--- src/rtl/pitl_pkg.sv ---
// shared constants and types for the palette index bitplane tiler
package pitl_pkg;

	localparam int PALETTE_SIZE = 4;
	localparam int ROW_BITS     = 8;
	localparam int TILE_COLS    = 8;
	localparam int TILE_ROWS    = 8;

	localparam int COLOR_W = 32;
	localparam int COORD_W = 3;
	localparam int IDX_W   = $clog2(PALETTE_SIZE);
	localparam int USED_W  = $clog2(PALETTE_SIZE + 1);
	localparam int PLANE_W = 64;
	localparam int POS_W   = $clog2(PLANE_W);

	typedef logic [COLOR_W-1:0] color_t;
	typedef logic [COORD_W-1:0] coord_t;
	typedef logic [IDX_W-1:0]   idx_t;
	typedef logic [USED_W-1:0]  used_t;
	typedef logic [PLANE_W-1:0] plane_t;
	typedef logic [POS_W-1:0]   pos_t;

	// palette lookup outcome for one pixel
	typedef struct packed {
		idx_t color_index;
		logic color_added;
		logic overflow;
	} pal_res_t;

endpackage

--- src/rtl/pitl_pix_if.sv ---
// pixel input channel
interface pitl_pix_if;
	logic             valid;
	logic             ready;
	pitl_pkg::color_t pixel_color;
	pitl_pkg::coord_t tile_col;
	pitl_pkg::coord_t tile_row;
	logic             last_of_tile;
	logic             sheet_start;

	modport source (output valid, pixel_color, tile_col, tile_row, last_of_tile, sheet_start,
		input ready);
	modport sink (input valid, pixel_color, tile_col, tile_row, last_of_tile, sheet_start,
		output ready);
endinterface

--- src/rtl/pitl_res_if.sv ---
// result output channel
interface pitl_res_if;
	logic             valid;
	logic             ready;
	pitl_pkg::idx_t   color_index;
	logic             color_added;
	logic             overflow;
	logic             tile_done;
	pitl_pkg::plane_t plane_low;
	pitl_pkg::plane_t plane_high;

	modport source (output valid, color_index, color_added, overflow, tile_done, plane_low,
		plane_high, input ready);
	modport sink (input valid, color_index, color_added, overflow, tile_done, plane_low,
		plane_high, output ready);
endinterface

--- src/rtl/pitl_palette.sv ---
// four-entry palette: parallel match, fill in order of first appearance, sticky overflow
module pitl_palette (
	input  logic               clk,
	input  logic               arst_n,
	input  logic               step,
	input  pitl_pkg::color_t   color,
	input  logic               sheet_start,
	output pitl_pkg::pal_res_t res
);

	pitl_pkg::color_t entries_q [pitl_pkg::PALETTE_SIZE];
	pitl_pkg::used_t  used_q;
	logic             ovf_q;

	pitl_pkg::used_t  used_eff;
	logic             ovf_eff;
	logic             found;
	pitl_pkg::idx_t   match_idx;
	logic             full;

	// sheet start clears before this pixel; lowest matching entry wins
	always_comb begin
		used_eff  = sheet_start ? '0 : used_q;
		ovf_eff   = sheet_start ? 1'b0 : ovf_q;
		found     = 1'b0;
		match_idx = '0;
		for (int i = pitl_pkg::PALETTE_SIZE - 1; i >= 0; i--) begin
			if (pitl_pkg::USED_W'(i) < used_eff && entries_q[i] == color) begin
				found     = 1'b1;
				match_idx = pitl_pkg::IDX_W'(i);
			end
		end
		full            = used_eff == pitl_pkg::USED_W'(pitl_pkg::PALETTE_SIZE);
		res.color_index = match_idx;
		res.color_added = 1'b0;
		res.overflow    = ovf_eff;
		if (!found) begin
			if (!full) begin
				res.color_index = used_eff[pitl_pkg::IDX_W-1:0];
				res.color_added = 1'b1;
			end else begin
				res.color_index = '0;
				res.overflow    = 1'b1;
			end
		end
	end

	// fill count and overflow flag
	always_ff @(posedge clk or negedge arst_n) begin
		if (!arst_n) begin
			used_q <= '0;
			ovf_q  <= 1'b0;
		end else if (step) begin
			used_q <= res.color_added ? used_eff + pitl_pkg::USED_W'(1) : used_eff;
			ovf_q  <= res.overflow;
		end
	end

	// palette entries, only ever read below the fill count
	always_ff @(posedge clk) begin
		if (step && res.color_added) begin
			entries_q[used_eff[pitl_pkg::IDX_W-1:0]] <= color;
		end
	end

endmodule

--- src/rtl/pitl_planes.sv ---
// two bitplane accumulators, handed out and cleared on the last pixel of a tile
module pitl_planes (
	input  logic             clk,
	input  logic             arst_n,
	input  logic             step,
	input  pitl_pkg::idx_t   color_index,
	input  pitl_pkg::coord_t tile_col,
	input  pitl_pkg::coord_t tile_row,
	input  logic             last_of_tile,
	output pitl_pkg::plane_t plane_low,
	output pitl_pkg::plane_t plane_high
);

	pitl_pkg::plane_t low_acc_q;
	pitl_pkg::plane_t high_acc_q;
	pitl_pkg::plane_t low_next;
	pitl_pkg::plane_t high_next;
	pitl_pkg::pos_t   pos;
	logic             in_tile;

	// bit position: row 0 lands in the top byte
	always_comb begin
		in_tile = (int'(tile_col) < pitl_pkg::TILE_COLS) &&
			(int'(tile_row) < pitl_pkg::TILE_ROWS);
		pos = pitl_pkg::POS_W'(pitl_pkg::ROW_BITS * (pitl_pkg::TILE_ROWS - 1 - int'(tile_row)) +
			int'(tile_col));
		low_next  = low_acc_q | (pitl_pkg::PLANE_W'(in_tile & color_index[0]) << pos);
		high_next = high_acc_q |
			(pitl_pkg::PLANE_W'(in_tile & color_index[pitl_pkg::IDX_W-1]) << pos);
	end

	assign plane_low  = last_of_tile ? low_next : '0;
	assign plane_high = last_of_tile ? high_next : '0;

	// accumulate, clear after a finished tile
	always_ff @(posedge clk or negedge arst_n) begin
		if (!arst_n) begin
			low_acc_q  <= '0;
			high_acc_q <= '0;
		end else if (step) begin
			low_acc_q  <= last_of_tile ? '0 : low_next;
			high_acc_q <= last_of_tile ? '0 : high_next;
		end
	end

endmodule

--- src/rtl/palette_index_bitplane_tiler_unit.sv ---
// A pixel passes the input register, then the result register, before its result valid rises.
// Throughput: one pixel per cycle while results are taken; the palette compare and plane update fit in one stage.
// A stalled result lets one more pixel into the input register, then holds pixel ready low.
// Reset clears the palette fill count, overflow flag, plane accumulators and stage valids.
// Top level of the palette index bitplane tiler
module palette_index_bitplane_tiler_unit (
	input  logic       clk,
	input  logic       arst_n,
	pitl_pix_if.sink   pixel,
	pitl_res_if.source result
);

	logic               valid_s1;
	pitl_pkg::color_t   color_s1;
	pitl_pkg::coord_t   col_s1;
	pitl_pkg::coord_t   row_s1;
	logic               last_s1;
	logic               start_s1;

	logic               valid_s2;
	pitl_pkg::pal_res_t pal_s2;
	logic               done_s2;
	pitl_pkg::plane_t   low_s2;
	pitl_pkg::plane_t   high_s2;

	logic               adv_s2;
	logic               step;
	pitl_pkg::pal_res_t pal_res;
	pitl_pkg::plane_t   plane_low;
	pitl_pkg::plane_t   plane_high;

	// stage flow control
	assign adv_s2      = !valid_s2 || result.ready;
	assign step        = valid_s1 && adv_s2;
	assign pixel.ready = !valid_s1 || adv_s2;

	// input register
	always_ff @(posedge clk or negedge arst_n) begin
		if (!arst_n) begin
			valid_s1 <= 1'b0;
		end else if (pixel.ready) begin
			valid_s1 <= pixel.valid;
		end
	end

	always_ff @(posedge clk) begin
		if (pixel.valid && pixel.ready) begin
			color_s1 <= pixel.pixel_color;
			col_s1   <= pixel.tile_col;
			row_s1   <= pixel.tile_row;
			last_s1  <= pixel.last_of_tile;
			start_s1 <= pixel.sheet_start;
		end
	end

	pitl_palette u_palette (
		.clk         (clk),
		.arst_n      (arst_n),
		.step        (step),
		.color       (color_s1),
		.sheet_start (start_s1),
		.res         (pal_res)
	);

	pitl_planes u_planes (
		.clk          (clk),
		.arst_n       (arst_n),
		.step         (step),
		.color_index  (pal_res.color_index),
		.tile_col     (col_s1),
		.tile_row     (row_s1),
		.last_of_tile (last_s1),
		.plane_low    (plane_low),
		.plane_high   (plane_high)
	);

	// result register
	always_ff @(posedge clk or negedge arst_n) begin
		if (!arst_n) begin
			valid_s2 <= 1'b0;
		end else if (adv_s2) begin
			valid_s2 <= valid_s1;
		end
	end

	always_ff @(posedge clk) begin
		if (step) begin
			pal_s2  <= pal_res;
			done_s2 <= last_s1;
			low_s2  <= plane_low;
			high_s2 <= plane_high;
		end
	end

	assign result.valid       = valid_s2;
	assign result.color_index = pal_s2.color_index;
	assign result.color_added = pal_s2.color_added;
	assign result.overflow    = pal_s2.overflow;
	assign result.tile_done   = done_s2;
	assign result.plane_low   = low_s2;
	assign result.plane_high  = high_s2;

`ifndef SYNTH
	// planes are only nonzero on a finished tile
	a_planes_idle: assert property (@(posedge clk) disable iff (!arst_n)
		result.valid && !result.tile_done |-> result.plane_low == '0 && result.plane_high == '0)
		else $error("plane data on a result without tile_done");

	// a new entry can never be added once the palette has overflowed
	a_add_no_ovf: assert property (@(posedge clk) disable iff (!arst_n)
		result.valid && result.color_added |-> !result.overflow)
		else $error("color added while overflow set");

	// an accepted pixel is held in the input stage
	a_accept_s1: assert property (@(posedge clk) disable iff (!arst_n)
		pixel.valid && pixel.ready |=> valid_s1)
		else $error("accepted pixel lost from input stage");

	// a stalled result stays in the output register
	a_hold_s2: assert property (@(posedge clk) disable iff (!arst_n)
		valid_s2 && !result.ready |=> valid_s2 && $stable(pal_s2))
		else $error("stalled result dropped or changed");
`endif

endmodule

--- src/flat_wrapper.sv ---
// flat-port wrapper written by rule: the top's interface ports become plain ports
module palette_index_bitplane_tiler_unit_flat 
  (clk, arst_n, pixel_valid, pixel_pixel_color, pixel_tile_col, pixel_tile_row, pixel_last_of_tile, pixel_sheet_start, pixel_ready, result_valid, result_color_index, result_color_added, result_overflow, result_tile_done, result_plane_low, result_plane_high, result_ready);
  pitl_pix_if pixel_i ();
  pitl_res_if result_i ();
  input  logic clk;
  input  logic arst_n;
  input wire logic [$bits(pixel_i.valid)-1:0] pixel_valid;
  input wire logic [$bits(pixel_i.pixel_color)-1:0] pixel_pixel_color;
  input wire logic [$bits(pixel_i.tile_col)-1:0] pixel_tile_col;
  input wire logic [$bits(pixel_i.tile_row)-1:0] pixel_tile_row;
  input wire logic [$bits(pixel_i.last_of_tile)-1:0] pixel_last_of_tile;
  input wire logic [$bits(pixel_i.sheet_start)-1:0] pixel_sheet_start;
  output wire logic [$bits(pixel_i.ready)-1:0] pixel_ready;
  output wire logic [$bits(result_i.valid)-1:0] result_valid;
  output wire logic [$bits(result_i.color_index)-1:0] result_color_index;
  output wire logic [$bits(result_i.color_added)-1:0] result_color_added;
  output wire logic [$bits(result_i.overflow)-1:0] result_overflow;
  output wire logic [$bits(result_i.tile_done)-1:0] result_tile_done;
  output wire logic [$bits(result_i.plane_low)-1:0] result_plane_low;
  output wire logic [$bits(result_i.plane_high)-1:0] result_plane_high;
  input wire logic [$bits(result_i.ready)-1:0] result_ready;
  assign pixel_i.valid = pixel_valid;
  assign pixel_i.pixel_color = pixel_pixel_color;
  assign pixel_i.tile_col = pixel_tile_col;
  assign pixel_i.tile_row = pixel_tile_row;
  assign pixel_i.last_of_tile = pixel_last_of_tile;
  assign pixel_i.sheet_start = pixel_sheet_start;
  assign pixel_ready = pixel_i.ready;
  assign result_valid = result_i.valid;
  assign result_color_index = result_i.color_index;
  assign result_color_added = result_i.color_added;
  assign result_overflow = result_i.overflow;
  assign result_tile_done = result_i.tile_done;
  assign result_plane_low = result_i.plane_low;
  assign result_plane_high = result_i.plane_high;
  assign result_i.ready = result_ready;
  palette_index_bitplane_tiler_unit u_core (.clk(clk), .arst_n(arst_n), .pixel(pixel_i), .result(result_i));
endmodule
--- config.mk ---
export PLATFORM = sky130hd
export DESIGN_NAME = palette_index_bitplane_tiler_unit_flat
export DESIGN_NICKNAME = d
export VERILOG_FILES = /design/src/rtl/pitl_pkg.sv /design/src/rtl/pitl_pix_if.sv /design/src/rtl/pitl_res_if.sv /design/src/rtl/pitl_palette.sv /design/src/rtl/pitl_planes.sv /design/src/rtl/palette_index_bitplane_tiler_unit.sv /design/src/flat_wrapper.sv
export SDC_FILE = /design/constraint.sdc
export NUM_CORES = 1
export LEC_CHECK = 0
export BUFFER_PORTS_ARGS = -buffer_cell sky130_fd_sc_hd__buf_2
export CAP_MARGIN = 20
export CORE_UTILIZATION = 46
export DETAILED_ROUTE_END_ITERATION = 6
export HOLD_SLACK_MARGIN = 0.03
export PLACE_DENSITY = 0.75
export SETUP_SLACK_MARGIN = 0.1
export SLEW_MARGIN = 25
export SYNTH_ARGS = -nofsm -noshare
export SYNTH_HDL_FRONTEND = slang
export SYNTH_SLANG_ARGS = --single-unit
--- constraint.sdc ---
create_clock -name clk -period 7.2 [get_ports clk]
set_input_delay 0.72 -clock clk [delete_from_list [all_inputs] [get_ports clk]]
set_output_delay 0.72 -clock clk [all_outputs]
set_load 0.01 [all_outputs]
# After elaboration in Yosys (flattened, before gate mapping)
# Memories as Yosys holds them, arrays and structs flattened.
# Cells that the tools add are included.
totals:
  reg_bits: 307
  ram_bits: 128
  inputBits: 44
  out_inout_bits: 135
  word_cells: 64
  mem_count: 1
mem_list:
  columns: ["memory", "words", "width", "read_ports", "rd_ports_with_merged_regs", "wr", "line_no", "text"]
  rows:
  - ["u_core.u_palette.entries_q", 4, 32, 4, 0, 1, "pitl_palette.sv:11", "pitl_pkg::color_t entries_q [pitl_pkg::PALETTE_SIZE];"]
classes:
  addsub: 3
  order_cmp: 4
  eq_ne: 5
  shifts: 2
  mux: 19
  bitwise: 2
  reduce_logical: 11
ops:
  columns: ["cell", "n"]
  rows:
  - ["32-bit equality test", 4]
  - ["64-bit two-way mux", 2]
  - ["64-bit bitwise OR", 2]
  - ["1-bit by 6-bit << shifter with 64-bit output", 2]
  - ["2-bit two-way mux", 5]
  - ["1-bit two-way mux", 9]
  - ["1-bit logical AND", 7]
  - ["6-bit by 4-bit adder with 6-bit output", 1]
  - ["1-bit by 3-bit < comparator with 1-bit output, first input constant", 2]
  - ["2-bit by 3-bit < comparator with 1-bit output, first input constant", 2]
  - ["3-bit two-way mux", 2]
  - ["4-bit two-way mux", 1]
  - ["3-bit by 1-bit adder with 3-bit output, second input constant", 1]
  - ["3-bit equality test, second input constant", 1]
  - ["3-bit subtractor, first input constant", 1]
  - ["1-bit logical NOT", 2]
  - ["1-bit logical OR", 2]

# Longest topological paths before layout
# Gate-level depths: netlist of the first run.
logic_depth:
  ltp_word: 11
  depth_mapped: 11
  ltp_nobuf: 7

# By module
# A second synthesis of the first run with hierarchy kept.
hier_totals:
  cells_unflattened: 1284
  area_unflattened_um2: 17740.8
by_module_without_submodules:
  columns: ["module", "instances", "cells_each", "area_per_inst_um2", "seq_area_each_um2"]
  rows:
  - ["pitl_planes", 1, 755, 6795.3, 3203.1]
  - ["pitl_palette", 1, 348, 5646.7, 3943.8]
  - ["palette_index_bitplane_tiler_unit", 1, 181, 5298.8, 5245.0]

# Worst setup path after synthesis of the first run
# Ideal clock, no wire load.
synth_timing:
  path_type: "input -> register"
  startpoint: "in result_ready"
  endpoint: "reg u_core.u_planes.high_acc_q[10]"
  setup_time_ns: 0.122
  arrival_ns: 4.544
  required_time_ns: 7.078
  setup_slack_ns: 2.534
  stages: 7
  path_buffers: 2
  cell_sequence: "nand2b_1 > nand2_1 > inv_1 > nand2_1 > clkbuf_1 > clkbuf_1 > a32o_1"
synth_between:
  elab_chain_len: 2
synth_rtl:
  columns: ["item", "line_no", "text"]
  rows:
  - ["start: declaration", "flat_wrapper.sv:22", "input wire logic [$bits(result_i.ready)-1:0] result_ready;"]
  - ["1-bit logical OR", "palette_index_bitplane_tiler_unit.sv:33", "assign adv_s2 = !valid_s2 || result.ready;"]
  - ["1-bit logical AND", "palette_index_bitplane_tiler_unit.sv:34", "assign step = valid_s1 && adv_s2;"]
  - ["named net u_core.step", "palette_index_bitplane_tiler_unit.sv:27", "logic step;"]
  - ["end signal: assignment", "pitl_planes.sv:42", "high_acc_q <= last_of_tile ? '0 : high_next;"]
  - ["end: declaration", "pitl_planes.sv:15", "pitl_pkg::plane_t high_acc_q;"]
# The timed path passes the listed nets, and every way through them passes these cells.
# A chain may end at the register's enable or synchronous reset.

# Worst setup path after layout of the first run
layout_timing:
  startpoint: "reg u_core.color_s1[27]"
  endpoint: "mem u_core.u_palette.entries_q[3][2] (netlist bit) (enable)"
layout_between:
  elab_chain_len: 10
  elab_cells_between_ends: 16
  cone_classes: "eq/ne: 4; mux: 7; reduce/logical: 5"
layout_rtl:
  columns: ["item", "line_no", "text"]
  rows:
  - ["start: declaration", "palette_index_bitplane_tiler_unit.sv:14", "pitl_pkg::color_t color_s1;"]
  - ["start signal: assignment", "palette_index_bitplane_tiler_unit.sv:48", "color_s1 <= pixel.pixel_color;"]
  - ["32-bit equality test", "pitl_palette.sv:28", "if (pitl_pkg::USED_W'(i) < used_eff && entries_q[i] == color) begin"]
  - ["1-bit logical AND", "pitl_palette.sv:28", null]
  - ["1-bit two-way mux (3 in series)", "pitl_palette.sv:28", null]
  - ["1-bit two-way mux (*)", "pitl_palette.sv:28", null]
  - ["4-bit two-way mux (*)", "pitl_palette.sv:37", "if (!found) begin"]
  - ["1-bit logical AND (*)", "pitl_palette.sv:61", "if (step && res.color_added) begin"]
  - ["1-bit two-way mux (*)", "pitl_palette.sv:61", null]
  - ["1-bit two-way mux (implied by the code) (*)", "pitl_palette.sv:62", "entries_q[used_eff[pitl_pkg::IDX_W-1:0]] <= color;"]
  - ["end: declaration", "pitl_palette.sv:11", null]
# Mark *: on every way between the ends. The rest lies on a longest branch, timed or not.

==> results.md, run 1 <==
- Measured on the finished design, the core utilization comes to 54.0%.
- Once detailed placement completed, the half-perimeter wirelength came to 25.3 mm.
- Counting along the longest clock path gives a buffer depth of 3.
- The number of instances in the synthesized netlist is 1316.
- Max-cap violations in this run came to 0.
- The internal power contribution is 4.20 mW.
- The floorplan die area is 39500 sq um.
- The capture point of the worst path is u_core.u_palette.entries_q[3][2]$_DFFE_PP_.
- The largest net degree at the start of global routing is 130.
- After clock tree synthesis, the clock-pin slew on the worst setup and hold paths is 0.06 ns.
- The finished cells cover 20400 sq um.
- After detailed routing, the number of remaining DRC violations is 0.
- The number of synthesized flops with an enable pin is 301.
- Tracing the worst setup path back leads to its startpoint at u_core.color_s1[27]$_DFFE_PP_.
- The final-stage net count is 1516.
- The number of nets handed over by synthesis was 1364.
- Setup violations remaining at the end of the flow were counted as 0.
- The logic gate share of total power is 9.5%.
- At the end of routability-driven placement, the weighted congestion stood at 0.837.
- The proportion of total power due to net switching is 25.4%.
- The share of post-route cells with drive strength above 1 is 19.6%.
- The H-tree was split into 2 levels.
- The number of inserted filler cells in the final layout is 3099.
- Summing every instance area after synthesis gives 17800 sq um.
- Summed over all cells, the static leakage comes to 7.50 nW.
- The via count of the first global-routing pass is 10.8k.
- Of all nets on the critical path, the largest fanout is 32.
- The starting density of the core is 47.0%.
- Across the routed clock network, the largest skew measured is 0.0274 ns.
- Summing all placed instances gives a cell area of 19100 sq um.
- The wire length per cell after detailed routing is 20.5 microns.
- The number of buffers inserted by hold repair at cts is 0.
- The commonest cells after synthesis are sky130_fd_sc_hd__edfxtp_1, sky130_fd_sc_hd__nand2_1, sky130_fd_sc_hd__dfrtp_1.
- The area of the placeable core is 37800 sq um.
- Timing would allow up to 288 MHz.
- The number of resized instances in the post-cts repair step is 0.
- The critical path startpoint category is a flip-flop.
- The first detailed-routing pass ran for 6 iterations.
- The layout-stage area growth over the synthesis result is 14.8%.
- The number of ports placed on the die boundary is 179.
- For the pin with the worst max-slew slack, the measured transition is 0.965 ns.
- Post-CTS timing repair inserted 0 buffers for setup.
- The initial antenna violation count was 0.
- The power share of the sequential group is 52.4%.
- The synthesized design contains 435 register bits.
- The repair_antennas step left the layout with diodes totalling 0.
- The mean cell area of the mapped netlist is 13.5 sq um.
- The CTS tree is built.
- Summed over all layers, the routed wires come to 41.3 mm.
- The clock net in this run drives a total of 435 sinks.
- STA puts the critical path data arrival time at 3.69 ns.
- The number of different library cells used by synthesis comes to 45.
- Setup repair after global routing left no endpoint under its margin.
- Clock tree synthesis selected as its root buffer the cell sky130_fd_sc_hd__clkbuf_16.
- After layout, the design draws a total of 5.63 mW.
- The total power divided by cell area is 275 nW/um^2.
- The share of total power in the clock network is 38.1%.
- The multi-input combinational cells in the finished layout cover a total of 4850 sq um.
- Measured along the y axis, the die boundary spans 199 microns.
- By startpoint and endpoint, the worst setup path is classified as flip-flop to flip-flop.
- The number of hold violations in the final report was 0.
- The worst register-to-register path has a depth of 7.
- The number of pins with negative max-slew slack in the final report is 0.
- The area taken by flip-flops and latches is 12400 sq um.
- For the final routed database, the setup TNS stands at 0 ns.
- VDD sags by at most 237 uV.
- In the finished design, the share of the clock period the worst path needs comes to 48.3%.
- After global routing the overflow that remains totals 0.
- Of the synthesized area, sequential elements account for 69.7%.
- The sort of element at the end of the critical path is a flip-flop.
- At the worst endpoint, the required time is 7.41 ns.
- The number of buffers added on ports is 178.
- The first global-routing pass estimated 63.6 mm of wire.
- The min-delay analysis places its worst path in the category input port to async pin.
- By area the synthesized netlist is led by sky130_fd_sc_hd__edfxtp_1, sky130_fd_sc_hd__dfrtp_1, sky130_fd_sc_hd__a32o_1, sky130_fd_sc_hd__nand2_1, sky130_fd_sc_hd__xnor2_1.
- The overall global routing resource usage is 21.3%.
- Final hold analysis gives a worst-case slack of 0.210 ns.
- The biggest area consumer among synthesized cells is sky130_fd_sc_hd__edfxtp_1.
- The share of synthesized registers carrying an async set or reset is 30.8%.
- The total via count in the routed design is 11.4k.
- After floorplanning, the core was divided into 71 placement rows.
- By instance count, the leading cell after synthesis is sky130_fd_sc_hd__edfxtp_1.
- The end of the worst register-to-register path is u_core.u_palette.entries_q[3][2]$_DFFE_PP_.
- The detail route stage leaves a number of antenna-violating nets equal to 0.
- The flow ran to the end, and the final reports show no timing, DRC or antenna violations.
- The Yosys step of the flow raised 0 warnings.
- After detailed routing, the number of vias per cell comes to 5.65.
- The worst setup slack for register-to-register paths is 3.72 ns.
- The launching point of the worst reg2reg path is u_core.color_s1[27]$_DFFE_PP_.
- The relative max-transition margin is 35.7%.
- Summed over all nets, the switching power comes to 1.43 mW.
- Counting I/O delays and the setup requirement, the final critical path takes 3.48 ns.
- The floorplan step set the die width to 199 microns.
- For the worst-skew pair, the clock arrives at the later sink with an insertion delay of 0.58 ns.
- The top flip-flop cell by instance count after synthesis is sky130_fd_sc_hd__edfxtp_1.
- The share of the synthesized area in the top cell type is 50.8%.
- The initial DRC count is 1314.
- The number of clock buffers added by TritonCTS is 44.
==> final cells by class <==
type                       count  share of cell area, %
sequential                   435                   60.6
tap                          511                   3.13
timing repair buffer         212                   5.72
clock inverter                24                  0.882
clock buffer                  58                   5.70
multi-input combinational    767                   23.8
inverter                       8                  0.171
==> per-layer routing <==
metal | track usage [%] | routed length [microns] | vias to the layer above
met1 | 29.6 | 17000 | 5589
met4 | 9.43 | 1620 | 0
met3 | 5.49 | 3730 | 88
met2 | 31.5 | 19000 | 566
li1 | - | - | 5142
met5 | 0 | 0 | -
==> worst min-delay path by stage <==
stage	endpoint	slack [ns]	depth (start not counted)
3_5_place_dp	u_core.u_planes.low_acc_q[10]$_DFFE_PN0P_	0.47	2
2_1_floorplan	u_core.result.valid$_DFFE_PN0P_	0.42	0
3_3_place_gp	u_core.u_planes.low_acc_q[21]$_DFFE_PN0P_	0.46	2
4_1_cts	u_core.u_planes.high_acc_q[27]$_DFFE_PN0P_	0.22	1
5_1_grt	u_core.u_planes.high_acc_q[27]$_DFFE_PN0P_	0.26	1
6_report	u_core.u_planes.low_acc_q[54]$_DFFE_PN0P_	0.21	1
==> flip-flops by register name (all words and copies together), names as in the netlist, 2 cells and up <==
signal,flops
u_core.u_palette.used_q,3
u_core.result.plane_high,64
u_core.u_planes.low_acc_q,64
u_core.row_s1,3
u_core.result.color_index,2
u_core.u_palette.entries_q,128
u_core.col_s1,3
u_core.result.plane_low,64
u_core.color_s1,32
u_core.u_planes.high_acc_q,64
==> layout by cell type, fill, tap and decap left out, types with 2 or more instances in the layout <==
cell type	synthesis	layout
sky130_fd_sc_hd__inv_6	0	5
sky130_fd_sc_hd__clkinv_1	0	6
sky130_fd_sc_hd__clkbuf_16	0	44
sky130_fd_sc_hd__nor3_2	0	4
sky130_fd_sc_hd__nand2b_1	8	8
sky130_fd_sc_hd__xnor2_1	87	87
sky130_fd_sc_hd__clkbuf_1	77	13
sky130_fd_sc_hd__nor3_1	13	8
sky130_fd_sc_hd__ha_1	4	4
sky130_fd_sc_hd__nand2_1	266	265
sky130_fd_sc_hd__clkinv_2	0	11
sky130_fd_sc_hd__and3b_1	2	2
sky130_fd_sc_hd__and2_1	6	3
sky130_fd_sc_hd__a21oi_1	2	2
sky130_fd_sc_hd__nor2_1	16	15
sky130_fd_sc_hd__and2_2	0	2
sky130_fd_sc_hd__buf_4	0	32
sky130_fd_sc_hd__dfrtp_1	134	134
sky130_fd_sc_hd__xor2_1	38	38
sky130_fd_sc_hd__buf_2	4	177
sky130_fd_sc_hd__inv_1	8	7
sky130_fd_sc_hd__nand4_1	24	24
sky130_fd_sc_hd__nor2b_1	2	2
sky130_fd_sc_hd__or3_1	2	2
sky130_fd_sc_hd__nor3b_2	0	3
sky130_fd_sc_hd__nand3_1	5	5
sky130_fd_sc_hd__buf_6	4	2
sky130_fd_sc_hd__o21ai_1	3	3
sky130_fd_sc_hd__o211ai_1	3	3
sky130_fd_sc_hd__or4_1	4	4
sky130_fd_sc_hd__nor4_1	9	9
sky130_fd_sc_hd__a32o_1	128	128
sky130_fd_sc_hd__edfxtp_1	301	301
sky130_fd_sc_hd__o21ai_0	127	127
==> critical path, cell delays in order, from the launching register on <==
cell	delay (ns)
sky130_fd_sc_hd__edfxtp_1	0.58
sky130_fd_sc_hd__xor2_1	0.23
sky130_fd_sc_hd__nor4_1	0.62
sky130_fd_sc_hd__nand4_1	0.25
sky130_fd_sc_hd__or3_1	0.47
sky130_fd_sc_hd__nand4_1	0.29
sky130_fd_sc_hd__a211oi_1	0.14
sky130_fd_sc_hd__and2_2	0.51
==> logic make-up after synthesis <==
kind of cell	synth area share [%]
multiplexers	0.0633
flip-flops	69.7
adder cells (fa/ha/maj)	0.281
XOR/XNOR	6.15
AO/OA/AOI/OAI	11.5
buffers and inverters	3.45
AND/OR/NAND/NOR	8.92
==> through the flow <==
| step | std cells | setup slack [ns] |
|---|---|---|
| final | 2015 | 3.72 |
| after global routing | 2015 | 3.53 |
| after CTS | 2014 | 3.56 |
| after detailed placement | 1932 | 3.58 |
| after global placement | 1932 | 3.63 |
| after floorplan | 1316 | 2.53 |
==> power by group through the flow <==
stage | clock network [mW] | registers (mW) | logic, mW
after floorplan | 0 | 3.00 | 0.372
after global routing | 2.28 | 2.96 | 0.584
after detailed placement | 0 | 3.00 | 0.526
after global placement | 0 | 2.99 | 0.517
after CTS | 2.18 | 2.95 | 0.529
final | 2.15 | 2.95 | 0.534
(Power assumes the default switching activity.)
==> run 2: changes to the inputs <==
- clock period: 7.2 -> 3.3 ns (I/O delays scaled with it)
==> run 2 against run 1 <==
  * Via count rose by 3.1%
  * Largest power group unchanged
  * Register-to-register slack got worse by 3.5 ns
  * Sequential power rose by 120%
==> results.md, run 2 (same netlist as run 1, synthesis figures left out) <==
- Outcome: completed (unchanged).
- The maximum buffer depth of the clock tree came to 3 (unchanged).
- The number of failing setup endpoints in the final timing report is 0 (unchanged).
- The critical path startpoint category is a flip-flop (unchanged).
- The average via count per standard cell is 5.64 (was 5.65).
- The initial antenna violation count is 0 (unchanged).
- The via count of the first global-routing pass is 11.1k (was 10.8k).
- The total routed wire length on the met1 layer is 17.6 mm (was 17.0 mm).
- The arrival time at the worst endpoint is 3.35 ns (was 3.69 ns).
- The multi-input logic area came to 4850 sq um (about the same).
- Crit path cell chain: buf_4 -> xor2_1 -> or4_1 -> nor4_2 -> nand3_1 -> a21boi_0 -> o21ai_4 -> clkbuf_16 -> o21ai_0 (was xor2_1 -> nor4_1 -> nand4_1 -> or3_1 -> nand4_1 -> a211oi_1 -> and2_2).
- The most common cell after layout, fill and taps aside is sky130_fd_sc_hd__edfxtp_1 (unchanged).
- The die width was 199 microns (unchanged).
- The share of total power in the clock network was 38.2% (was 38.1%).
- The logic gate share of total power is 10.4% (was 9.5%).
- The area of the placeable core is 37800 sq um (unchanged).
- The total met3 wirelength after detailed routing is 3.74 mm (was 3.73 mm).
- The routed length on met2 was 20.1 mm (was 19.0 mm).
- The flip-flop count of the largest register, all copies and words added was 128 (unchanged).
- The antenna diode count was 0 (unchanged).
- The number of buffers added on ports came to 178 (unchanged).
- The clock latency on the worst-skew pair is 0.57 ns (was 0.58 ns).
- The CTS buffer count came to 44 (unchanged).
- Setup repair after global routing missed its margin: false (unchanged).
- The standard cell area after detailed placement is 19400 sq um (was 19100 sq um).
- The first-pass GRT wire length is 64.7 mm (was 63.6 mm).
- The number of inserted filler cells in the final layout came to 3084 (was 3099).
- The number of hold violations in the final report came to 0 (unchanged).
- The utilization after layout was 56.0% (was 54.0%).
- The final design instance area without fill was 21200 sq um (was 20400 sq um).
- The depth of the CTS H-tree is 2 (unchanged).
- The power share of the sequential group came to 51.4% (was 52.4%).
- The total via count in the routed design came to 11.7k (was 11.4k).
- The post-detailed-routing wire length came to 42.5 mm (was 41.3 mm).
- The sum of net half-perimeters after detailed placement was 25.7 mm (was 25.3 mm).
- The number of pins with negative max-slew slack in the final report is 0 (unchanged).
- The starting density of the core is 47.0% (unchanged).
- The actual slew at the worst max-slew pin is 0.993 ns (was 0.965 ns).
- The slowest stage cell on the critical path is sky130_fd_sc_hd__or4_1 (was sky130_fd_sc_hd__nor4_1).
- The maximum clock frequency is 325 MHz (was 288 MHz).
- The max capacitance violation total is 0 (unchanged).
- The final weighted congestion of routability-driven global placement is 0.799 (was 0.837).
- The cell class contributing the biggest share of worst-path delay was simple AND/OR/NAND/NOR gates (unchanged).
- The layout-stage area growth over the synthesis result is 19.2% (was 14.8%).
- The number of nets with antenna violations after detailed routing is 0 (unchanged).
- The wire length per cell after detailed routing was 20.4 microns (was 20.5 microns).
- The initial DRC count is 1054 (was 1314).
- The cell row count is 71 (unchanged).
- The root buffer selected by CTS is sky130_fd_sc_hd__clkbuf_16 (unchanged).
- The switching power of the nets is 3.13 mW (was 1.43 mW).
- The maximum vdd ir drop is 551 uV (was 237 uV).
- The sort of element at the end of the critical path is a flip-flop (unchanged).
- The proportion of total power due to net switching is 25.0% (was 25.4%).
- The clock skew is 0.0173 ns (was 0.0274 ns).
- The y dimension of the die came to 199 microns (unchanged).
- The relative max-transition margin is 33.8% (was 35.7%).
- The area taken by flip-flops and latches was 12400 sq um (unchanged).
- The data required time at the worst endpoint is 3.58 ns (was 7.41 ns).
- The floorplan die area is 39500 sq um (unchanged).
- The clock slew seen by the registers of the worst setup and hold paths was 0.06 ns (about the same).
- The total negative slack is 0 ns (unchanged).
- The number of placed cells counting well taps is 1958 (was 1932).
- The aggregate global routing overflow was 0 (unchanged).
- The smallest hold slack came to 0.0626 ns (was 0.210 ns).
- The post-route DRC violation count is 0 (unchanged).
- The share of post-route cells with drive strength above 1 is 20.4% (was 19.6%).
- The total power divided by cell area is 590 nW/um^2 (was 275 nW/um^2).
- The final critical path time including I/O delays and setup is 3.08 ns (was 3.48 ns).
- The largest net degree at the start of global routing is 137 (was 130).
- The detailed-router iteration count before antenna repair is 6 (unchanged).
- The number of ports placed on the die boundary is 179 (unchanged).
- The maximum fanout encountered on the critical timing path is 65 (was 32).
- The final cycle utilization of the critical path is 93.2% (was 48.3%).
- The worst stage delay on the critical path is 0.55 ns (was 0.62 ns).
- The leakage power is 7.86 nW (was 7.50 nW).
- Commonest cells after routing, fill and taps aside: sky130_fd_sc_hd__edfxtp_1, sky130_fd_sc_hd__nand2_1, sky130_fd_sc_hd__buf_2 (unchanged).
- The path category of the worst min-delay check is input port to flip-flop (was input port to async pin).
- The count of non-filler cells in the finished layout is 2083 (was 2015).
- The final-stage net count came to 1584 (was 1516).
- The overall global routing resource usage came to 21.6% (was 21.3%).
- The CTS tree is built (unchanged).
- The classification of the worst setup path is flip-flop to flip-flop (unchanged).
- The clock sink count is 435 (unchanged).
- The count of buffer and inverter cells on the critical path was 2 (was 0).
- The top routing layer in use is met4 (unchanged).
- The internal power contribution is 9.38 mW (was 4.20 mW).
-- run 2: metrics by stage --
stage | worst slack (ns) | power [mW]
after global routing | 0.101 | 13.0
after floorplan | 0.0366 | 7.36
after detailed placement | 0.243 | 7.79
after CTS | 0.198 | 12.6
final | 0.225 | 12.5
after global placement | 0.278 | 7.76
-- run 2: final cells by class --
cell class	count	share of cell area [%]
clock inverters	21	0.673
repair buffers	280	9.03
multi-input cells	767	22.9
flip-flops and latches	435	58.4
clock buffers	61	5.83
well taps	511	3.02
inverters	8	0.159
-- run 2: timing repair --
item | in CTS | in global routing
hold buffers | 42 | 0
buffers inserted | 0 | 0
setup endpoints to repair | 0 | 22
gates resized for setup | 0 | 2
endpoints found under the hold margin | 123 | 0
-- run 2: worst paths after layout --
| path | startpoint | endpoint | slack, ns | depth (start not counted) |
|---|---|---|---|---|
| setup / recovery | u_core.color_s1[28]$_DFFE_PP_ | u_core.result.plane_low[36]$_SDFFCE_PN0P_ | 0.22 | 9 |
| hold / removal | result_ready | u_core.result.valid$_DFFE_PN0P_ | 0.06 | 3 |
| setup reg to reg | u_core.color_s1[28]$_DFFE_PP_ | u_core.result.plane_low[36]$_SDFFCE_PN0P_ | 0.22 | 9 |
| hold reg to reg | u_core.u_planes.low_acc_q[59]$_DFFE_PN0P_ | u_core.u_planes.low_acc_q[59]$_DFFE_PN0P_ | 0.48 | 2 |
| max in group asynchronous | arst_n | u_core.u_planes.high_acc_q[55]$_DFFE_PN0P_ | 2.04 | 3 |
| min in group asynchronous | arst_n | u_core.u_planes.low_acc_q[62]$_DFFE_PN0P_ | 0.39 | 2 |
-- run 2: routing by layer --
metal  global-route usage, %  up-vias
met3                    4.54       76
met2                    34.1      534
met1                    30.1     5834
li1                        -     5299
met5                       0        -
met4                    6.81        0
-- run 2: worst register-to-register path, cell delays in order (launching register included) --
cell	delay [ns]
sky130_fd_sc_hd__edfxtp_1	0.42
sky130_fd_sc_hd__buf_4	0.19
sky130_fd_sc_hd__xor2_1	0.16
sky130_fd_sc_hd__or4_1	0.55
sky130_fd_sc_hd__nor4_2	0.24
sky130_fd_sc_hd__nand3_1	0.19
sky130_fd_sc_hd__a21boi_0	0.21
sky130_fd_sc_hd__o21ai_4	0.26
sky130_fd_sc_hd__clkbuf_16	0.32
sky130_fd_sc_hd__o21ai_0	0.22
-- run 2: power by group through the flow --
stage	logic (mW)	registers, mW	clock network [mW]
global route	1.42	6.47	5.07
detailed placement	1.25	6.55	0
CTS	1.29	6.44	4.86
floorplan	0.817	6.54	0
global placement	1.22	6.53	0
finish	1.31	6.44	4.78
